--- src/rtl/core/keypad_debounce_key_queue_assert.svh ---
// assertion macros for the keypad debounce key queue
`ifndef KEYPAD_DEBOUNCE_KEY_QUEUE_ASSERT_SVH
`define KEYPAD_DEBOUNCE_KEY_QUEUE_ASSERT_SVH

`ifndef ASSERT_OFF
`define KDKQ_ASSERT(lbl, prop, msg) \
  lbl: assert property (@(posedge clk) disable iff (rst) prop) else $error(msg);
`define KDKQ_ASSERT_NEXT(lbl, ante, cons, msg) \
  lbl: assert property (@(posedge clk) disable iff (rst) (ante) |=> (cons)) else $error(msg);
`else
`define KDKQ_ASSERT(lbl, prop, msg)
`define KDKQ_ASSERT_NEXT(lbl, ante, cons, msg)
`endif

`endif

--- src/rtl/core/kdkq_pkg.sv ---
// shared types and constants for the keypad debounce key queue
package kdkq_pkg;

  localparam int unsigned NUM_KEYS = 5;
  localparam int unsigned CODE_W   = 3;
  localparam int unsigned IDX_W    = 3;

  localparam logic [NUM_KEYS-1:0] KEY_MASK = 5'h1f;
  localparam logic [IDX_W-1:0]    LAST_KEY = 3'd4;

  localparam logic MODE_SAMPLE = 1'b0;
  localparam logic MODE_POP    = 1'b1;

  typedef enum logic [4:0] {
    ST_IDLE    = 5'b00001,
    ST_SCAN    = 5'b00010,
    ST_POP_RD  = 5'b00100,
    ST_POP_DAT = 5'b01000,
    ST_FINISH  = 5'b10000
  } state_t;

  typedef struct packed {
    logic accept;
    logic scan_step;
    logic pop_read;
    logic pop_take;
    logic load_out;
  } cmd_t;

  typedef struct packed {
    logic scan_last;
  } sts_t;

endpackage

--- src/rtl/core/keypad_debounce_key_queue.sv ---
// top level of the keypad debounce key queue
//
//  channel  valid      ready      fields
//  input    in_valid   in_ready   mode, pin_levels
//  output   out_valid  out_ready  key_code, keys_waiting
//
// a sample transaction steps through accept, a scan step per key line to push codes, then finish
// a pop transaction steps through accept, ring read, registered read data, then finish
// the ring ram has one write and one registered read port, one code per cycle
// reset clears both key sets and the ring pointers; the ring itself is not cleared
// a new transaction is taken while a result waits; finish stalls while a result waits and out_ready is low
module keypad_debounce_key_queue
  import kdkq_pkg::*;
#(
  parameter int unsigned QUEUE_DEPTH = 8
) (
  input  logic                clk,
  input  logic                rst,
  input  logic                in_valid,
  output logic                in_ready,
  input  logic                mode,
  input  logic [NUM_KEYS-1:0] pin_levels,
  output logic                out_valid,
  input  logic                out_ready,
  output logic [CODE_W-1:0]   key_code,
  output logic                keys_waiting
);

  cmd_t cmd;
  sts_t sts;

  kdkq_ctrl u_ctrl (
    .clk       (clk),
    .rst       (rst),
    .in_valid  (in_valid),
    .in_ready  (in_ready),
    .mode      (mode),
    .out_valid (out_valid),
    .out_ready (out_ready),
    .cmd       (cmd),
    .sts       (sts)
  );

  kdkq_dp #(
    .QUEUE_DEPTH (QUEUE_DEPTH)
  ) u_dp (
    .clk          (clk),
    .rst          (rst),
    .cmd          (cmd),
    .sts          (sts),
    .mode         (mode),
    .pin_levels   (pin_levels),
    .key_code     (key_code),
    .keys_waiting (keys_waiting)
  );

endmodule

--- src/rtl/core/kdkq_ram.sv ---
// generic simple dual port ram with registered read
module kdkq_ram #(
  parameter int unsigned WIDTH = 3,
  parameter int unsigned DEPTH = 8
) (
  input  logic                     clk,
  input  logic                     we,
  input  logic [$clog2(DEPTH)-1:0] waddr,
  input  logic [WIDTH-1:0]         wdata,
  input  logic                     re,
  input  logic [$clog2(DEPTH)-1:0] raddr,
  output logic [WIDTH-1:0]         rdata
);

  logic [WIDTH-1:0] mem [DEPTH];

  always_ff @(posedge clk) begin
    if (we) begin
      mem[waddr] <= wdata;
    end
    if (re) begin
      rdata <= mem[raddr];
    end
  end

endmodule

--- src/rtl/core/kdkq_ctrl.sv ---
// controller state machine for the keypad debounce key queue
`include "keypad_debounce_key_queue_assert.svh"

module kdkq_ctrl
  import kdkq_pkg::*;
(
  input  logic clk,
  input  logic rst,
  input  logic in_valid,
  output logic in_ready,
  input  logic mode,
  output logic out_valid,
  input  logic out_ready,
  output cmd_t cmd,
  input  sts_t sts
);

  state_t state, state_next;

  always_comb begin
    state_next = state;
    cmd        = '0;
    unique case (state)
      ST_IDLE: begin
        if (in_valid) begin
          cmd.accept = 1'b1;
          state_next = (mode == MODE_POP) ? ST_POP_RD : ST_SCAN;
        end
      end
      ST_SCAN: begin
        cmd.scan_step = 1'b1;
        if (sts.scan_last) begin
          state_next = ST_FINISH;
        end
      end
      ST_POP_RD: begin
        cmd.pop_read = 1'b1;
        state_next   = ST_POP_DAT;
      end
      ST_POP_DAT: begin
        cmd.pop_take = 1'b1;
        state_next   = ST_FINISH;
      end
      ST_FINISH: begin
        if (!out_valid || out_ready) begin
          cmd.load_out = 1'b1;
          state_next   = ST_IDLE;
        end
      end
      default: begin
        state_next = ST_IDLE;
      end
    endcase
  end

  assign in_ready = (state == ST_IDLE);

  always_ff @(posedge clk) begin
    if (rst) begin
      state     <= ST_IDLE;
      out_valid <= 1'b0;
    end else begin
      state <= state_next;
      if (cmd.load_out) begin
        out_valid <= 1'b1;
      end else if (out_ready) begin
        out_valid <= 1'b0;
      end
    end
  end

  `KDKQ_ASSERT(a_load_slot_free, cmd.load_out |-> (!out_valid || out_ready), "result overwritten")
  `KDKQ_ASSERT_NEXT(a_scan_ends, (state == ST_SCAN) && sts.scan_last, state == ST_FINISH, "scan overrun")
  `KDKQ_ASSERT_NEXT(a_pop_reads, in_valid && in_ready && (mode == MODE_POP), state == ST_POP_RD, "pop lost")
  `KDKQ_ASSERT_NEXT(a_load_gives_valid, cmd.load_out, out_valid, "result not shown")

endmodule

--- src/rtl/core/kdkq_dp.sv ---
// datapath with key sets, ring pointers and code ring for the keypad debounce key queue
`include "keypad_debounce_key_queue_assert.svh"

module kdkq_dp
  import kdkq_pkg::*;
#(
  parameter int unsigned QUEUE_DEPTH = 8
) (
  input  logic                clk,
  input  logic                rst,
  input  cmd_t                cmd,
  output sts_t                sts,
  input  logic                mode,
  input  logic [NUM_KEYS-1:0] pin_levels,
  output logic [CODE_W-1:0]   key_code,
  output logic                keys_waiting
);

  localparam int unsigned PTR_W = $clog2(QUEUE_DEPTH);
  localparam logic [PTR_W-1:0] PTR_LAST = PTR_W'(QUEUE_DEPTH - 1);

  logic [NUM_KEYS-1:0] accepted_keys;
  logic [NUM_KEYS-1:0] previous_sample;
  logic [NUM_KEYS-1:0] pending;
  logic [PTR_W-1:0]    read_pointer;
  logic [PTR_W-1:0]    write_pointer;
  logic [IDX_W-1:0]    idx;
  logic [CODE_W-1:0]   code;

  logic [NUM_KEYS-1:0] held;
  logic                hit;
  logic [PTR_W-1:0]    read_pointer_next;
  logic [PTR_W-1:0]    write_pointer_next;
  logic                empty;
  logic                full;
  logic                push;
  logic [CODE_W-1:0]   push_code;
  logic [CODE_W-1:0]   ram_rdata;

  always_comb begin
    held               = (~pin_levels) & KEY_MASK;
    hit                = (held == previous_sample) && (held != accepted_keys);
    read_pointer_next  = (read_pointer == PTR_LAST) ? '0 : read_pointer + 1'b1;
    write_pointer_next = (write_pointer == PTR_LAST) ? '0 : write_pointer + 1'b1;
    empty              = (read_pointer == write_pointer);
    full               = (write_pointer_next == read_pointer);
    push               = cmd.scan_step && pending[idx] && !full;
    push_code          = CODE_W'(idx) + 1'b1;
    sts.scan_last      = (idx == LAST_KEY);
  end

  kdkq_ram #(
    .WIDTH (CODE_W),
    .DEPTH (QUEUE_DEPTH)
  ) u_ring (
    .clk   (clk),
    .we    (push),
    .waddr (write_pointer),
    .wdata (push_code),
    .re    (cmd.pop_read),
    .raddr (read_pointer),
    .rdata (ram_rdata)
  );

  always_ff @(posedge clk) begin
    if (rst) begin
      accepted_keys   <= '0;
      previous_sample <= '0;
      read_pointer    <= '0;
      write_pointer   <= '0;
    end else begin
      if (cmd.accept && (mode == MODE_SAMPLE)) begin
        previous_sample <= held;
        if (hit) begin
          accepted_keys <= held;
        end
      end
      if (push) begin
        write_pointer <= write_pointer_next;
      end
      if (cmd.pop_take && !empty) begin
        read_pointer <= read_pointer_next;
      end
    end
  end

  always_ff @(posedge clk) begin
    if (cmd.accept) begin
      idx  <= '0;
      code <= '0;
      if ((mode == MODE_SAMPLE) && hit) begin
        pending <= held & ~accepted_keys;
      end else begin
        pending <= '0;
      end
    end
    if (cmd.scan_step) begin
      idx <= idx + 1'b1;
    end
    if (cmd.pop_take && !empty) begin
      code <= ram_rdata;
    end
    if (cmd.load_out) begin
      key_code     <= code;
      keys_waiting <= !empty;
    end
  end

  `KDKQ_ASSERT(a_rd_in_range, read_pointer <= PTR_LAST, "read pointer out of range")
  `KDKQ_ASSERT(a_wr_in_range, write_pointer <= PTR_LAST, "write pointer out of range")
  `KDKQ_ASSERT_NEXT(a_wr_only_on_push, !push, $stable(write_pointer), "write pointer moved")

endmodule

--- config.mk ---
export PLATFORM = sky130hd
export DESIGN_NAME = keypad_debounce_key_queue
export DESIGN_NICKNAME = d
export VERILOG_FILES = /design/src/rtl/core/kdkq_pkg.sv /design/src/rtl/core/keypad_debounce_key_queue.sv /design/src/rtl/core/kdkq_ram.sv /design/src/rtl/core/kdkq_ctrl.sv /design/src/rtl/core/kdkq_dp.sv
export VERILOG_INCLUDE_DIRS = /design/src /design/src/rtl/core
export SDC_FILE = /design/constraint.sdc
export NUM_CORES = 1
export LEC_CHECK = 0
export ABC_AREA = 1
export BUFFER_PORTS_ARGS = -buffer_cell sky130_fd_sc_hd__buf_2
export CAP_MARGIN = 20
export CORE_UTILIZATION = 50
export DETAILED_ROUTE_END_ITERATION = 6
export PLACE_DENSITY = 0.75
export SLEW_MARGIN = 20
export SYNTH_ARGS = -nofsm -noshare
export SYNTH_HDL_FRONTEND = slang
export SYNTH_SLANG_ARGS = --single-unit
--- constraint.sdc ---
create_clock -name clk -period 2.64 [get_ports clk]
set_input_delay 0.264 -clock clk [delete_from_list [all_inputs] [get_ports clk]]
set_output_delay 0.264 -clock clk [all_outputs]
set_load 0.05 [all_outputs]
# Word-level counts from Yosys, hierarchy flattened
# Memories as Yosys holds them, arrays and structs flattened. A register that Yosys moved wholly into a read port is not among the register bits.
# Cells that the tools add are included.
[op_classes]
reduce_logical = 15
add_sub_neg = 3
n_shift = 0
muxes = 23
order_cmp = 1
n_mul = 0
bitwise_logic = 4
n_div = 0
n_eq_ne = 15
[op_table]
columns = ["op", "count"]
rows = [
  ["case mux 5 bit (5 select lines)", 1],
  ["2-to-1 mux 3 bit", 6],
  ["2-to-1 mux 5 bit", 3],
  ["2-to-1 mux 1 bit", 12],
  ["inverter 5 bit", 2],
  ["adder 3 x 1 -> 3 bit, second input constant", 3],
  ["equality test 3 bit, second input constant", 3],
  ["equality test 3 bit", 2],
  ["logical AND 1 bit", 6],
  ["nonzero test 2 bit", 3],
  ["bitwise AND 5 bit", 1],
  ["equality test 5 x 1 -> 1 bit, second input constant", 1],
  ["equality test 5 x 2 -> 1 bit, second input constant", 1],
  ["equality test 5 x 3 -> 1 bit, second input constant", 1],
  ["equality test 5 x 4 -> 1 bit, second input constant", 1],
  ["equality test 5 bit", 1],
  ["equality test 5 bit, second input constant", 1],
  ["!= test 5 bit", 1],
  ["< comparator 3 x 4 -> 1 bit, second input constant", 1],
  ["!= test 2 bit, second input constant", 2],
  ["binary-select mux 1 bit (select 3 bit)", 1],
  ["logical NOT 1 bit", 3],
  ["AND reduction 3 bit", 1],
  ["!= test 2 x 1 -> 1 bit, second input constant", 1],
  ["other kinds (3)", 3],
]
[word_totals]
in_bits = 10
ramBits = 24
reg_bits = 37
romBits = 0
n_memories = 1
latchBits = 0
[memory_table]
columns = ["name", "words", "width", "read_ports", "rd_ports_with_merged_regs", "wr", "line", "text"]
rows = [
  ["u_dp.u_ring.mem", 8, 3, 1, 1, 1, "kdkq_ram.sv:15", "logic [WIDTH-1:0] mem [DEPTH];"],
]

# Longest topological paths before layout
[logic_depth]
word_depth = 7
mapped_depth = 11
ltp_nobuf = 11

# Modules after synthesis
# Synthesis repeated with hierarchy kept, for this count alone.
[hier_totals]
hier_cells = 381
area_unflattened_um2 = 3175.5
[by_module_without_submodules]
columns = ["mod", "cells_each", "n_inst", "area_per_inst_um2"]
rows = [
  ["kdkq_dp", 203, 1, 1609.0],
  ["kdkq_ram", 124, 1, 1207.4],
  ["kdkq_ctrl", 54, 1, 359.1],
]

# Worst setup path after synthesis
# OpenSTA, ideal clock, no wires.
[synth_timing]
kind = "reg2reg"
startpoint = "register u_dp.write_pointer[0]"
endpoint = "memory u_dp.u_ring.mem[3][0], enable pin"
t_arrival_ns = 1.569
setup_ns = 0.319
period_less_slack_ns = 1.888
setup_slack_ns = 0.752
required_ns = 2.321
path_stages_with_launch = 12
cell_sequence = "dfxtp_1 ha_1 ha_1 inv_1 nand2_1 nand2_1 nand2_1 nor2_1 nor2_4 and2_4 nand2_2 nor2_1"
[synth_via]
elab_chain_len = 7
word_cells_on_any_way = 8
[synth_lines]
columns = ["item", "line", "text"]
rows = [
  ["start: declaration", "kdkq_dp.sv:26", "logic [PTR_W-1:0] write_pointer;"],
  ["start signal: assignment", "kdkq_dp.sv:79", "write_pointer <= write_pointer_next;"],
  ["adder 3 x 1 -> 3 bit or equality test 3 bit (tied branches)", "kdkq_dp.sv:44", "write_pointer_next = (write_pointer == PTR_LAST) ? '0 : write_pointer + 1'b1;"],
  ["2-to-1 mux 3 bit *", "kdkq_dp.sv:44", ""],
  ["via u_dp.write_pointer_next[2]", "kdkq_dp.sv:33", "logic [PTR_W-1:0] write_pointer_next;"],
  ["equality test 3 bit *", "kdkq_dp.sv:46", "full = (write_pointer_next == read_pointer);"],
  ["logical NOT 1 bit *", "kdkq_dp.sv:47", "push = cmd.scan_step && pending[idx] && !full;"],
  ["logical AND 1 bit *", "kdkq_dp.sv:47", ""],
  ["2-to-1 mux 1 bit *", "kdkq_ram.sv:18", "if (we) begin"],
  ["2-to-1 mux 1 bit (not written as such) *", "kdkq_ram.sv:19", "mem[waddr] <= wdata;"],
  ["end: declaration", "kdkq_ram.sv:15", ""],
]
# The timed path passes the listed nets; every way through them passes the cells marked *.

# Final worst setup path
[layout_timing]
startpoint = "register u_dp.read_pointer[0]"
endpoint = "memory u_dp.u_ring.mem[1][1], enable pin"
[layout_via]
elab_chain_len = 5
[layout_lines]
columns = ["item", "line", "text"]
rows = [
  ["start: declaration", "kdkq_dp.sv:25", "logic [PTR_W-1:0] read_pointer;"],
  ["start signal: assignment", "kdkq_dp.sv:82", "read_pointer <= read_pointer_next;"],
  ["equality test 3 bit", "kdkq_dp.sv:46", ""],
  ["logical NOT 1 bit", "kdkq_dp.sv:47", ""],
  ["logical AND 1 bit", "kdkq_dp.sv:47", ""],
  ["2-to-1 mux 1 bit", "kdkq_ram.sv:18", ""],
  ["2-to-1 mux 1 bit (not written as such)", "kdkq_ram.sv:19", ""],
]
# No other way between the ends.

==> summary.md <==
| Metric | Value |
|---|---|
| Outcome | complete, no violations |
| Total Wirelength | 5700 microns |
| Worst path cell trace | inv_1, nand2_1, nand2_1, nand2_1, nor2_1, nor2_4, and2_4, nand2_2, nor2_1 |
| Synthesis-to-finish area growth | 11.4% |
| Fin crit share | 81.9% |
| Max VDD drop | 0.369 mV |
| Psw | 632 uW |
| Final setup viols | 0 |
| Required @ worst endpoint | 2670 ps |
| Initial Util | 53.1% |
| Max-Cap Viols | 0 |
| Cts repair resizes | 0 |
| Final ANT Viol Nets | 0 |
| Synth area leaders | edfxtp_1 42%, dfxtp_1 15%, nor2_1 8.7% |
| Final hold vios | 0 |
| Overall power | 2.32 mW |
| Fin. max-slew vios | 0 |
| Worst path slowest cell | dfxtp_1 |
| Slew headroom | 59.1% |
| Share of the synthesized area in the top cell type | 41.8% |
| Root buf cell | clkbuf_8 |
| Post-CTS Setup Bufs | 0 |
| Via density | 5.20 |
| Most frequent cells in the layout | 70 x nor2_1, 58 x nand2_1, 42 x edfxtp_1 |
| P_int | 1.69 mW |
| Cell Area, Synth | 3020 sq um |
| CP arrival | 2190 ps |
| Clock sink count | 64 |
| Die area | 6350 sq um |
| Seq pwr share | 50.5% |
| Hold Path Class | in2reg |
| Distinct cells, synth | 28 |
| CP max FO | 16 |
| Worst slew pin tran | 609 ps |
| Leak | 1.36 nW |
| Post-synth ARST share | 0% |
| Skew final | 12.2 ps |
| Register area | 1700 sq um |
| Commonest non-fill, non-tap cell in the layout | nor2_1 |
| CTS tree | yes |
| Worst setup SP type | register |
| Vias | 2,273 |
| Seq/Total Area, Yosys | 56.4% |
| Initial drt markers | 137 |
| CTS clock-pin slew for the worst setup and hold paths | 80 ps |
| Multi-input gate area | 1110 sq um |
| Area leader, netlist | edfxtp_1 |
| WHS Endpoint | u_dp.previous_sample[2] |
| First-pass GRT wire length | 9530 microns |
| Grt ovf | 0 |
| Final nets | 381 |
| Cells after synthesis | 339 |
| Post-layout min period | 2160 ps |
| Diodes inserted | 0 |
| Net Count, Synth | 360 |
| HP Start | pin_levels[2] |
| H-tree depth | 3 |
| Cell Rows | 27 |
| F_max | 463 MHz |
| Initial antenna violation count | 0 |
| Gr usage total | 20.5% |
| R2r setup slk | 480 ps |
| Vias in the first global route | 2,227 |
| Drt pass-1 iters | 4 |
| YS warnings | 0 |
| Mapped Avg Cell Area | 8.89 sq um |
| CTS Buffer Depth | 2 |
| Max stage delay on crit path | 610 ps |
| Worst Hold Path Cells | 2 |
| Buf/Inv on CP | 1 |
| Clock share of power | 36.9% |
| I/O pin total | 16 |
| DP HPWL | 4220 microns |
| Seq cells post-synth | 64 |
| Crit. End Element | register |
| Die W | 79.7 microns |
| Placement Setup Slack | 504 ps |
| Largest net degree at the start of global routing | 18 |
| Path depth of the worst reg2reg path | 9 |
| CTS hold repair buffers | 0 |
| Worst path top cell family by delay | simple AND/OR/NAND/NOR gates |
| Cell Pwr Density | 691 nW/um^2 |
| Sw frac | 27.2% |
| Top_reg_cell synth | edfxtp_1 |
| Fill cells | 504 |
| Routed WL per cell | 13.0 microns |
| Min Hold Slack | 148 ps |
| CP dominant cell by count | nand2_1 |
| Final Core Density | 59.2% |
| Setup TNS | 0 ps |
| Comb pwr share | 12.6% |
| RSZ-0062 raised after global routing | false |
| Clk Latency, worst-skew pair | 340 ps |
| Number of synthesized flops with an enable pin | 42 |
| Die H | 79.7 microns |
| Core area | 5680 sq um |
| Post-route DRC | 0 |
| Worst Path Class, Setup | reg2reg |
| GPL Wtd Cong | 0.887 |
| Total CTS buffers | 9 |
| Layout cells sized above 1 | 14.2% |
| # port buffers | 15 |
| PnR worst setup slack | 478 ps |
| Worst R2R End | u_dp.u_ring.mem[1][1] |
| RR Startpoint | u_dp.read_pointer[0] |
-- metal layers --
metal  part of all wire [%]  vias up  global-route usage, %
met4                    2.8        0                   12.2
met3                    5.0       16                   5.03
li1                       -     1151                      -
met1                     43     1049                   23.8
met2                     49       57                   34.1
met5                      0        -                      0
-- worst reg2reg max path, cell delays in order, from the launching register on --
cell,delay [ps]
dfxtp_1,610
inv_1,300
nand2_1,120
nand2_1,70
nand2_1,60
nor2_1,50
nor2_4,150
and2_4,180
nand2_2,70
nor2_1,230
-- how the worst max path moves through the flow --
stage                                from               endpoint  slack [ps]  cells after the start
floorplan           u_dp.write_pointer[0]  u_dp.u_ring.mem[3][0]         750                     11
CTS                  u_dp.read_pointer[0]  u_dp.u_ring.mem[1][2]         490                      9
finish               u_dp.read_pointer[0]  u_dp.u_ring.mem[1][1]         480                      9
detailed placement   u_dp.read_pointer[0]  u_dp.u_ring.mem[1][1]         500                      9
global route         u_dp.read_pointer[0]  u_dp.u_ring.mem[1][2]         270                      9
global placement     u_dp.read_pointer[0]  u_dp.u_ring.mem[3][0]         630                      9
-- flip-flops by register name (all words and copies together) (netlist names), 5 cells and up --
name,flops
u_dp.u_ring.mem,24
u_dp.pending,5
u_dp.accepted_keys,5
u_ctrl.state,5
u_dp.previous_sample,5
-- power by group through the flow --
stage	Sequential, mW	Combinational, mW	Clock (mW)
global placement	1.19	0.284	0
finish	1.17	0.293	0.856
global route	1.18	0.333	0.924
detailed placement	1.19	0.291	0
floorplan	1.19	0.223	0
CTS	1.17	0.293	0.876
-- cell usage after synthesis (3+ instances only) --
master	instances
a21oi_1	14
buf_2	3
nand3_1	19
o21ai_1	7
nor3_1	4
clkinv_1	4
nor2_1	70
inv_1	37
dfxtp_1	22
a31oi_1	3
edfxtp_1	42
o21ai_0	13
ha_1	11
nand2_2	4
nor2_4	4
o22ai_1	3
inv_2	7
nand2_1	58
-- through the flow --
stage               instances  instance area [sq um]
global route              437                   3360
finish                    437                   3360
floorplan                 339                   3020
CTS                       437                   3360
detailed placement        421                   3150
global placement          421                   3150
-- final cells by class --
type	count	area share, %
clock buffers	10	4.10
clock inverters	6	2.01
inverters	48	5.36
multi-input cells	222	33.0
flip-flops and latches	64	50.7
well taps	72	2.68
repair buffers	15	2.23
-- kinds of logic (layout without fill, tap and decap cells) --
family | Yosys count | count (layout) | share of synthesized area (%)
xor+xnor | 2 | 2 | 0.581
buf+inv | 53 | 79 | 6.85
flops | 64 | 64 | 56.4
fa+ha+maj | 11 | 11 | 4.56
simple gates | 167 | 167 | 24.2
compound gates | 42 | 42 | 7.39
Power figures use the tool's default switching activity.
